===== config.mk =====
export PLATFORM = sky130hd
export DESIGN_NAME = schedule_frame_selector
export DESIGN_NICKNAME = d
export VERILOG_FILES = /design/src/rtl/sfs_pkg.sv /design/src/rtl/sfs_entry_ram.sv /design/src/rtl/sfs_seq.sv /design/src/rtl/schedule_frame_selector.sv
export SDC_FILE = /design/constraint.sdc
export NUM_CORES = 2
export LEC_CHECK = 0
export BUFFER_PORTS_ARGS = -buffer_cell sky130_fd_sc_hd__clkbuf_2
export CORE_ASPECT_RATIO = 1.2
export CORE_MARGIN = 2
export CORE_UTILIZATION = 57
export CTS_CLUSTER_SIZE = 40
export DETAILED_ROUTE_END_ITERATION = 10
export GPL_ROUTABILITY_DRIVEN = 0
export HOLD_SLACK_MARGIN = 0.15
export PLACE_DENSITY = 0.73
export SLEW_MARGIN = 10
export SYNTH_ARGS = -nofsm -noshare
export SYNTH_HDL_FRONTEND = slang
export SYNTH_SLANG_ARGS = --single-unit

===== constraint.sdc =====
create_clock -name clk -period 6 [get_ports clk]
set_input_delay 0.9 -clock clk [delete_from_list [all_inputs] [get_ports clk]]
set_output_delay 0.9 -clock clk [all_outputs]
set_load 0.01 [all_outputs]

===== src/rtl/sfs_pkg.sv =====
// Schedule frame selector: shared types, codes and constants.
// Used by every module under rtl/; depends on nothing.
package sfs_pkg;

  localparam int MAX_ENTRIES = 64;
  localparam int IDX_W       = $clog2(MAX_ENTRIES);
  localparam int CNT_W       = $clog2(MAX_ENTRIES + 1);

  localparam int KEY_W     = 24;
  localparam int AZ_W      = 16;
  localparam int IMG_W     = 8;
  localparam int FRAME_W   = 9;
  localparam int NEXT_W    = 19;
  localparam int CFG_W     = 9;
  localparam int CFG_IDX_W = 2;

  // request opcodes
  localparam logic [1:0] OP_LOAD  = 2'd0;
  localparam logic [1:0] OP_CLOCK = 2'd1;
  localparam logic [1:0] OP_SUN   = 2'd2;
  localparam logic [1:0] OP_CLEAR = 2'd3;

  // configuration register indexes
  localparam logic [CFG_IDX_W-1:0] REG_SOLAR = 2'd0;
  localparam logic [CFG_IDX_W-1:0] REG_LIGHT = 2'd1;
  localparam logic [CFG_IDX_W-1:0] REG_DARK  = 2'd2;

  // Q.16 day fractions, 25 bits so sums and clamps never overflow
  localparam logic signed [KEY_W:0] QUARTER_Q16       = 25'sd16384;
  localparam logic signed [KEY_W:0] THREE_QUARTER_Q16 = 25'sd49152;
  localparam logic signed [KEY_W:0] FIVE_QUARTER_Q16  = 25'sd81920;
  localparam logic signed [KEY_W:0] ONE_Q16           = 25'sd65536;
  localparam logic signed [KEY_W:0] NEXT_LOW          = -25'sd65536;
  localparam logic signed [KEY_W:0] NEXT_HIGH         = 25'sd131072;

  // 180.0 degrees in Q9.7
  localparam logic [AZ_W-1:0] AZ_HALF_Q7 = 16'd23040;

  localparam logic signed [FRAME_W-1:0] FRAME_NONE = -9'sd1;

  typedef struct packed {
    logic signed [KEY_W-1:0] tval;
    logic [IMG_W-1:0]        image;
    logic                    east;
  } entry_t;

  typedef struct packed {
    logic             rd_en;
    logic [IDX_W-1:0] rd_addr;
    logic             wr_en;
    logic [IDX_W-1:0] wr_addr;
    entry_t           wr_data;
  } ram_req_t;

  typedef struct packed {
    logic                       solar;
    logic signed [FRAME_W-1:0]  light;
    logic signed [FRAME_W-1:0]  dark;
  } cfg_t;

endpackage


===== src/rtl/sfs_entry_ram.sv =====
// Schedule entry store: one write port, one read port, registered read data.
// Depends on sfs_pkg.
module sfs_entry_ram (
  input  logic              clk,
  input  sfs_pkg::ram_req_t req,
  output sfs_pkg::entry_t   rd_data
);

  sfs_pkg::entry_t mem [sfs_pkg::MAX_ENTRIES];

  always_ff @(posedge clk) begin
    if (req.wr_en) begin
      mem[req.wr_addr] <= req.wr_data;
    end
    if (req.rd_en) begin
      rd_data <= mem[req.rd_addr];
    end
  end

endmodule


===== src/rtl/sfs_seq.sv =====
// Request sequencer: entry count, table scan over the entry RAM, result register.
// Depends on sfs_pkg; drives the port of sfs_entry_ram.
module sfs_seq (
  input  logic                                 clk,
  input  logic                                 rst,
  input  sfs_pkg::cfg_t                        cfg,
  input  logic                                 in_valid,
  output logic                                 in_stall,
  input  logic [1:0]                           op,
  input  logic signed [sfs_pkg::KEY_W-1:0]     key_time,
  input  logic [sfs_pkg::AZ_W-1:0]             sun_azimuth,
  input  logic [sfs_pkg::IMG_W-1:0]            image_number,
  output logic                                 out_valid,
  input  logic                                 out_stall,
  output logic signed [sfs_pkg::FRAME_W-1:0]   frame,
  output logic signed [sfs_pkg::NEXT_W-1:0]    next_change,
  output logic                                 table_full,
  output sfs_pkg::ram_req_t                    ram_req,
  input  sfs_pkg::entry_t                      ram_rd
);

  localparam logic [1:0] S_IDLE = 2'd0;
  localparam logic [1:0] S_SCAN = 2'd1;
  localparam logic [1:0] S_DONE = 2'd2;

  logic [1:0]                        state;
  logic [sfs_pkg::CNT_W-1:0]         count;
  logic [sfs_pkg::CNT_W-1:0]         issue;
  logic                              rd_vld;
  logic                              rd_first;
  logic                              rd_last;

  logic [1:0]                        op_q;
  logic signed [sfs_pkg::KEY_W-1:0]  key_q;
  logic                              rising_q;
  logic                              full_q;

  // scan accumulators
  logic                              hit;
  logic                              le_seen;
  logic signed [sfs_pkg::KEY_W-1:0]  hit_time;
  logic [sfs_pkg::IMG_W-1:0]         chosen;
  logic signed [sfs_pkg::KEY_W-1:0]  time0;
  logic [sfs_pkg::IMG_W-1:0]         img0;
  logic [sfs_pkg::IMG_W-1:0]         img_last;
  logic                              all_found;
  logic [sfs_pkg::KEY_W:0]           all_score;
  logic [sfs_pkg::IMG_W-1:0]         all_img;
  logic                              match_found;
  logic [sfs_pkg::KEY_W:0]           match_score;
  logic [sfs_pkg::IMG_W-1:0]         match_img;

  logic                              accept;
  logic                              table_at_max;
  logic                              out_free;
  logic signed [sfs_pkg::KEY_W:0]    diff;
  logic [sfs_pkg::KEY_W:0]           adiff;

  logic signed [sfs_pkg::FRAME_W-1:0] fin_frame;
  logic signed [sfs_pkg::NEXT_W-1:0]  fin_next;
  logic signed [sfs_pkg::FRAME_W-1:0] wanted;
  logic signed [sfs_pkg::KEY_W:0]     key_ext;
  logic signed [sfs_pkg::KEY_W:0]     cand;
  logic signed [sfs_pkg::KEY_W:0]     clamped;
  logic                               day;

  assign in_stall     = (state != S_IDLE);
  assign accept       = in_valid && (state == S_IDLE);
  assign table_at_max = (count == sfs_pkg::CNT_W'(sfs_pkg::MAX_ENTRIES));
  assign out_free     = !out_valid || !out_stall;

  always_comb begin
    ram_req               = '0;
    ram_req.rd_en         = (state == S_SCAN) && (issue < count);
    ram_req.rd_addr       = issue[sfs_pkg::IDX_W-1:0];
    ram_req.wr_en         = accept && (op == sfs_pkg::OP_LOAD) && !table_at_max;
    ram_req.wr_addr       = count[sfs_pkg::IDX_W-1:0];
    ram_req.wr_data.tval  = key_time;
    ram_req.wr_data.image = image_number;
    ram_req.wr_data.east  = (sun_azimuth < sfs_pkg::AZ_HALF_Q7);
  end

  // control
  always_ff @(posedge clk) begin
    if (rst) begin
      state     <= S_IDLE;
      count     <= '0;
      issue     <= '0;
      rd_vld    <= 1'b0;
      out_valid <= 1'b0;
    end else begin
      rd_vld <= ram_req.rd_en;
      if (state == S_DONE && out_free) begin
        out_valid <= 1'b1;
      end else if (out_valid && !out_stall) begin
        out_valid <= 1'b0;
      end
      unique case (state)
        S_IDLE: begin
          if (accept) begin
            issue <= '0;
            if (op == sfs_pkg::OP_LOAD && !table_at_max) begin
              count <= count + 1'b1;
            end
            if (op == sfs_pkg::OP_CLEAR) begin
              count <= '0;
            end
            if ((op == sfs_pkg::OP_CLOCK || op == sfs_pkg::OP_SUN) && count != '0) begin
              state <= S_SCAN;
            end else begin
              state <= S_DONE;
            end
          end
        end
        S_SCAN: begin
          if (ram_req.rd_en) begin
            issue <= issue + 1'b1;
          end
          if (rd_vld && rd_last) begin
            state <= S_DONE;
          end
        end
        S_DONE: begin
          if (out_free) begin
            state <= S_IDLE;
          end
        end
        default: begin
          state <= S_IDLE;
        end
      endcase
    end
  end

  // request capture and output payload
  always_ff @(posedge clk) begin
    rd_first <= (issue == '0);
    rd_last  <= (issue == count - 1'b1);
    if (accept) begin
      op_q     <= op;
      key_q    <= key_time;
      rising_q <= (sun_azimuth < sfs_pkg::AZ_HALF_Q7);
      full_q   <= (op == sfs_pkg::OP_LOAD) && table_at_max;
    end
    if (state == S_DONE && out_free) begin
      frame       <= fin_frame;
      next_change <= fin_next;
      table_full  <= full_q;
    end
  end

  assign diff  = {ram_rd.tval[sfs_pkg::KEY_W-1], ram_rd.tval} -
                 {key_q[sfs_pkg::KEY_W-1], key_q};
  assign adiff = diff[sfs_pkg::KEY_W] ? $unsigned(-diff) : $unsigned(diff);

  // scan accumulators, cleared per request
  always_ff @(posedge clk) begin
    if (accept) begin
      hit         <= 1'b0;
      le_seen     <= 1'b0;
      all_found   <= 1'b0;
      match_found <= 1'b0;
    end else if (rd_vld) begin
      if (rd_first) begin
        time0 <= ram_rd.tval;
        img0  <= ram_rd.image;
      end
      img_last <= ram_rd.image;
      if (!hit) begin
        if (ram_rd.tval <= key_q) begin
          le_seen <= 1'b1;
          chosen  <= ram_rd.image;
        end else begin
          hit      <= 1'b1;
          hit_time <= ram_rd.tval;
        end
      end
      // strict less-than keeps the earliest entry on ties
      if (!all_found || adiff < all_score) begin
        all_found <= 1'b1;
        all_score <= adiff;
        all_img   <= ram_rd.image;
      end
      if (ram_rd.east == rising_q && (!match_found || adiff < match_score)) begin
        match_found <= 1'b1;
        match_score <= adiff;
        match_img   <= ram_rd.image;
      end
    end
  end

  // result of the finished request
  always_comb begin
    key_ext = {key_q[sfs_pkg::KEY_W-1], key_q};
    day     = (key_ext >= sfs_pkg::QUARTER_Q16) && (key_ext < sfs_pkg::THREE_QUARTER_Q16);
    wanted  = day ? cfg.light : cfg.dark;
    cand    = hit ? {hit_time[sfs_pkg::KEY_W-1], hit_time}
                  : sfs_pkg::ONE_Q16 + {time0[sfs_pkg::KEY_W-1], time0};
    if (cand < sfs_pkg::NEXT_LOW) begin
      clamped = sfs_pkg::NEXT_LOW;
    end else if (cand > sfs_pkg::NEXT_HIGH) begin
      clamped = sfs_pkg::NEXT_HIGH;
    end else begin
      clamped = cand;
    end
    fin_frame = sfs_pkg::FRAME_NONE;
    fin_next  = '0;
    case (op_q)
      sfs_pkg::OP_CLOCK: begin
        if (cfg.solar || count == '0) begin
          if (!wanted[sfs_pkg::FRAME_W-1]) begin
            fin_frame = wanted;
          end else if (count != '0) begin
            fin_frame = {1'b0, img0};
          end
          if (count == '0) begin
            fin_next = sfs_pkg::NEXT_LOW[sfs_pkg::NEXT_W-1:0];
          end else if (key_ext < sfs_pkg::QUARTER_Q16) begin
            fin_next = sfs_pkg::QUARTER_Q16[sfs_pkg::NEXT_W-1:0];
          end else if (key_ext < sfs_pkg::THREE_QUARTER_Q16) begin
            fin_next = sfs_pkg::THREE_QUARTER_Q16[sfs_pkg::NEXT_W-1:0];
          end else begin
            fin_next = sfs_pkg::FIVE_QUARTER_Q16[sfs_pkg::NEXT_W-1:0];
          end
        end else begin
          fin_frame = le_seen ? {1'b0, chosen} : {1'b0, img_last};
          fin_next  = clamped[sfs_pkg::NEXT_W-1:0];
        end
      end
      sfs_pkg::OP_SUN: begin
        if (cfg.solar && count != '0) begin
          fin_frame = match_found ? {1'b0, match_img} : {1'b0, all_img};
        end
      end
      default: begin
        fin_frame = sfs_pkg::FRAME_NONE;
      end
    endcase
  end

endmodule


===== src/rtl/schedule_frame_selector.sv =====
// Schedule frame selector top level: configuration registers, entry RAM, sequencer.
// Depends on sfs_pkg, sfs_entry_ram and sfs_seq.
//
//  channel   direction  handshake            payload
//  ------    ---------  -------------------  ------------------------------------------
//  request   in         in_valid / in_stall  op, key_time, sun_azimuth, image_number
//  result    out        out_valid/out_stall  frame, next_change, table_full
//  config    in         cfg_we               cfg_index, cfg_data
//
// Loads and clears go straight to the result state without a scan.  Clock and
// sun queries walk the entry RAM through its single read port, one entry a
// cycle; an empty table skips the scan.  Reset is synchronous and empties the
// table; the RAM itself is never cleared since only entries below the count are
// read.  One request is in flight at a time; a finished result sits in the output
// register while the next request is taken.
module schedule_frame_selector (
  input  logic                                   clk,
  input  logic                                   rst,
  input  logic                                   cfg_we,
  input  logic [sfs_pkg::CFG_IDX_W-1:0]          cfg_index,
  input  logic [sfs_pkg::CFG_W-1:0]              cfg_data,
  input  logic                                   in_valid,
  output logic                                   in_stall,
  input  logic [1:0]                             op,
  input  logic signed [sfs_pkg::KEY_W-1:0]       key_time,
  input  logic [sfs_pkg::AZ_W-1:0]               sun_azimuth,
  input  logic [sfs_pkg::IMG_W-1:0]              image_number,
  output logic                                   out_valid,
  input  logic                                   out_stall,
  output logic signed [sfs_pkg::FRAME_W-1:0]     frame,
  output logic signed [sfs_pkg::NEXT_W-1:0]      next_change,
  output logic                                   table_full
);

  sfs_pkg::cfg_t     cfg;
  sfs_pkg::ram_req_t ram_req;
  sfs_pkg::entry_t   ram_rd;

  // configuration registers; an unknown index is ignored
  always_ff @(posedge clk) begin
    if (rst) begin
      cfg.solar <= 1'b0;
      cfg.light <= sfs_pkg::FRAME_NONE;
      cfg.dark  <= sfs_pkg::FRAME_NONE;
    end else if (cfg_we) begin
      unique case (cfg_index)
        sfs_pkg::REG_SOLAR: cfg.solar <= cfg_data[0];
        sfs_pkg::REG_LIGHT: cfg.light <= $signed(cfg_data);
        sfs_pkg::REG_DARK:  cfg.dark  <= $signed(cfg_data);
        default: begin
        end
      endcase
    end
  end

  sfs_entry_ram u_ram (
    .clk     (clk),
    .req     (ram_req),
    .rd_data (ram_rd)
  );

  sfs_seq u_seq (
    .clk          (clk),
    .rst          (rst),
    .cfg          (cfg),
    .in_valid     (in_valid),
    .in_stall     (in_stall),
    .op           (op),
    .key_time     (key_time),
    .sun_azimuth  (sun_azimuth),
    .image_number (image_number),
    .out_valid    (out_valid),
    .out_stall    (out_stall),
    .frame        (frame),
    .next_change  (next_change),
    .table_full   (table_full),
    .ram_req      (ram_req),
    .ram_rd       (ram_rd)
  );

endmodule

==> summary.txt <==
STA
  • Final min period: 5690 ps
  • Worst relative slew slack: between 10% and 20%
  • Final hold slack: 291 ps
  • Total negative slack: 0 ps
  • Final hold vios: 0
  • Max-slew violations: 0
  • Fin crit share: between 90 and 100%
  • Clock Skews: just under 20 ps
  • Tightest Pin Transition: 1240 ps
  • F_max: ~180 MHz
  • Final setup viols: 0

Critical path
  • Data required time at the worst endpoint: about 6500 ps
  • Crit-path max FO: 12
  • Worst reg-to-reg path cell count: 24
  • Worst Setup End Kind: flip-flop
  • Worst R2R Setup Slack: between 300 and 400 ps
  • Worst r2r src: u_ram.rd_data[9]
  • FF-to-FF End: u_seq.all_img[7]
  • Critical path class: reg -> reg
  • Worst Setup Start Kind: flip-flop
  • CP Data Arrival Time: 6230 ps

Die
  • Die Ht: approximately 450 um
  • Top Ports: 97
  • Die Area: around 170,000 um^2
  • Num rows: roughly 160
  • Starting density of the core: 57.2%
  • Chip width: 374 um
  • CORE AREA: about 160,000 um^2

Routing
  • Antenna-violating nets left: 0
  • Via density: about 6.6
  • Detailed router's first-iteration violation count: ~5,400
  • First drt pass iteration count: 9
  • Post-route DRC: 0
  • Via count: between 40,000 and 50,000
  • WL final: roughly 220,000 um
  • Drt wl/cell: approximately 31 um

Clock tree
  • CTS max path bufs: 3
  • Hold buffers post-CTS: 0
  • Skew-Pair Late Insertion Delay: roughly 850 ps
  • Root buf cell: clkbuf_16
  • CTS tree: yes
  • CTS HTree Levels: 4
  • CTS sink count: between 2,000 and 2,500
  • TritonCTS Buffers: 211
  • Clk pin slew, worst setup/hold paths: 70 ps

Final layout
  • Area Overhead vs Synth: 12.3%
  • Share of cells above drive strength 1: between 20 and 30%
  • Nets: 4,790
  • Design area: about 110,000 um^2

Yosys
  • Post-Synthesis Cell Area: 93,800 um^2
  • Most common flop cell mapped by yosys: edfxtp_1
  • Sequential area share after synthesis: between 70% and 80%
  • #FFs+latches synth: ~2,400
  • Mapped Cells: about 4,400
  • Syn nets: approximately 4,500
  • Avg Inst Size Synth: between 20 and 25 um^2
  • Async S/R FF share, synth: 0%
  • Number of synthesized flops with an enable pin: 2,340
  • Unique masters post-synth: 80
  • Synth warn: 0

Placement
  • HPWL after DPL: ~130,000 um
  • Dpl cell area: around 100,000 um^2
  • Port Buf Inserts: between 80 and 90

Global routing
  • GRT overflow: 0
  • Initial antenna violation count: 16
  • Number of global-route vias before repair: 46,000
  • GRT Util Overall: between 20% and 30%
  • Largest net degree at the start of global routing: about 80
  • First-pass GRT wire length: between 300,000 and 400,000 um

Hold path
  • Hold Crit Endpoint: cfg[16]
  • Hold Startpoint: cfg_data[7]
  • Min-Delay Path Class: in -> reg
  • Worst hold stages: 3

Power and ir drop
  • Leakage: 32.6 nW
  • Peak supply drop: ~360 uV
  • PwrDens: 324 nW/um^2

Status
  • Status: complete, no violations

Job
  • Max cap viols: 0
-- cells in the mapped netlist, drive strengths merged, types with 34 or more instances --
library cell | number | share of area, %
clkbuf | 119 | 0.48
nor2 | 143 | 0.57
nand3 | 34 | 0.18
ha | 90 | 1.2
mux4 | 636 | 15
mux2i | 96 | 1.0
xnor2 | 42 | 0.39
buf | 86 | 0.39
o21ai | 70 | 0.39
nand2 | 110 | 0.44
edfxtp | 2340 | 75
inv | 107 | 0.43
a21oi | 85 | 0.45
dfxtp | 43 | 0.92
-- power breakdown --
| part | leakage [nW] | total (mW) | internal (mW) | switching (mW) |
|---|---|---|---|---|
| registers | 21.4 | 18.4 | 18.3 | 0.0497 |
| logic | 7.72 | 1.89 | 0.825 | 1.07 |
| clock network | 3.42 | 13.8 | 7.84 | 5.97 |
| total | 32.6 | 34.1 | 27.0 | 7.09 |
-- repair_timing --
action	4_1_cts	5_1_grt
buffers inserted	0	3
resized for setup	2	10
setup endpoints to repair	62	66
-- layer usage --
layer	part of all wire [%]	up-vias	GRT usage, %
met4	3.7	2	9.59
met3	7.6	432	4.09
met1	37	24100	34.9
met5	0.0091	-	0
met2	52	2321	45.2
li1	-	18800	-
-- critical path, stage by stage, from the launching register on --
cell and delay, ps:
edfxtp_1 420, inv_1 80, ha_1 320, inv_1 90, fa_1 460, a211oi_4 300
o21a_1 240, o31ai_1 160, a211oi_2 240, nor2_1 90, o41ai_1 360, buf_4 250
nand2_1 80, o21ai_2 110, ha_1 270, a21boi_0 120, o21a_1 200, o21a_1 170
o21a_1 160, o21a_1 160, o21a_1 170, o41ai_2 280, a21oi_1 190, o22ai_4 170
buf_4 260
-- logic make-up (layout without fill, tap and decap cells) --
family | Yosys count | after routing | synth area share, %
buf+inv | 315 | 769 | 1.30
compound gates | 340 | 340 | 2.40
mux | 740 | 740 | 16.4
xor+xnor | 60 | 60 | 0.560
simple gates | 435 | 435 | 2.26
fa+ha+maj | 91 | 91 | 1.22
other cells | 0 | 4 | 0
flops | 2383 | 2383 | 75.9
-- cell type report --
type                            instances  area, um^2
Antenna cell                            4        10.0
Clock buffer                          260        5580
Clock inverter                        138        1490
Fill cell                           10500       58700
Inverter                              110         413
Multi-Input combinational cell       1666       22000
Sequential cell                      2383       71100
Tap cell                             2145        2680
Timing Repair Buffer                  261        1990
-- worst max path at each step --
| stage | from | to | slack (ps) | cells past startpoint |
|---|---|---|---|---|
| 2_1_floorplan | u_ram.rd_data[9] | u_seq.all_img[0] | 210 | 23 |
| 3_3_place_gp | u_ram.rd_data[9] | u_seq.all_img[0] | -5 | 24 |
| 3_5_place_dp | u_ram.rd_data[9] | u_seq.all_img[7] | -160 | 24 |
| 4_1_cts | u_ram.rd_data[9] | u_seq.match_img[7] | 4 | 20 |
| 5_1_grt | u_ram.rd_data[9] | u_seq.match_img[7] | -20 | 20 |
| 6_report | u_ram.rd_data[9] | u_seq.all_img[7] | 310 | 24 |
-- flip-flops by register name, indices dropped and copies added, names as in the netlist, 7 cells and up --
signal,cells
u_seq.match_score,25
u_ram.rd_data,33
u_seq.count,7
u_seq.all_score,25
u_seq.next_change,19
u_seq.frame,9
u_seq.img0,8
u_seq.key_q,24
u_seq.chosen,8
u_seq.issue,7
cfg,19
u_seq.time0,24
u_seq.hit_time,24
u_seq.img_last,8
u_seq.all_img,8
u_seq.match_img,8
u_ram.mem,2112
-- layout by cell type (no fill, tap or decap), types with 19 or more instances in the layout --
cell       count
nand4_1       24
clkinv_1      42
bufinv_16     28
mux2i_1       96
ha_1          90
clkbuf_1      43
o21ai_0       67
dfxtp_1       38
buf_4        155
nor2_4        63
clkbuf_2      71
xnor2_1       41
nor2b_1       20
nand3b_1      22
nand2_1      110
mux4_2       636
clkbuf_16    216
edfxtp_1    2340
nand3_1       34
nor2_1        80
a21oi_1       83
inv_1        106
clkinv_2      37
nor3_1        19
o21a_1        21
a31oi_1       22
o221ai_1      21
-- per-stage QoR --
| step | instances | setup slack, ps | power (mW) | util [%] |
|---|---|---|---|---|
| after floorplan | 4364 | 212 | 20.0 | - |
| after global placement | 6561 | -4.82 | 20.6 | 59.8 |
| after detailed placement | 6561 | -163 | 20.6 | 59.8 |
| after CTS | 6959 | 4.12 | 34.3 | 64.2 |
| after global routing | 6964 | -17.3 | 35.0 | 64.2 |
| final | 6967 | 309 | 34.1 | 64.2 |
(Power assumes the default switching activity.)
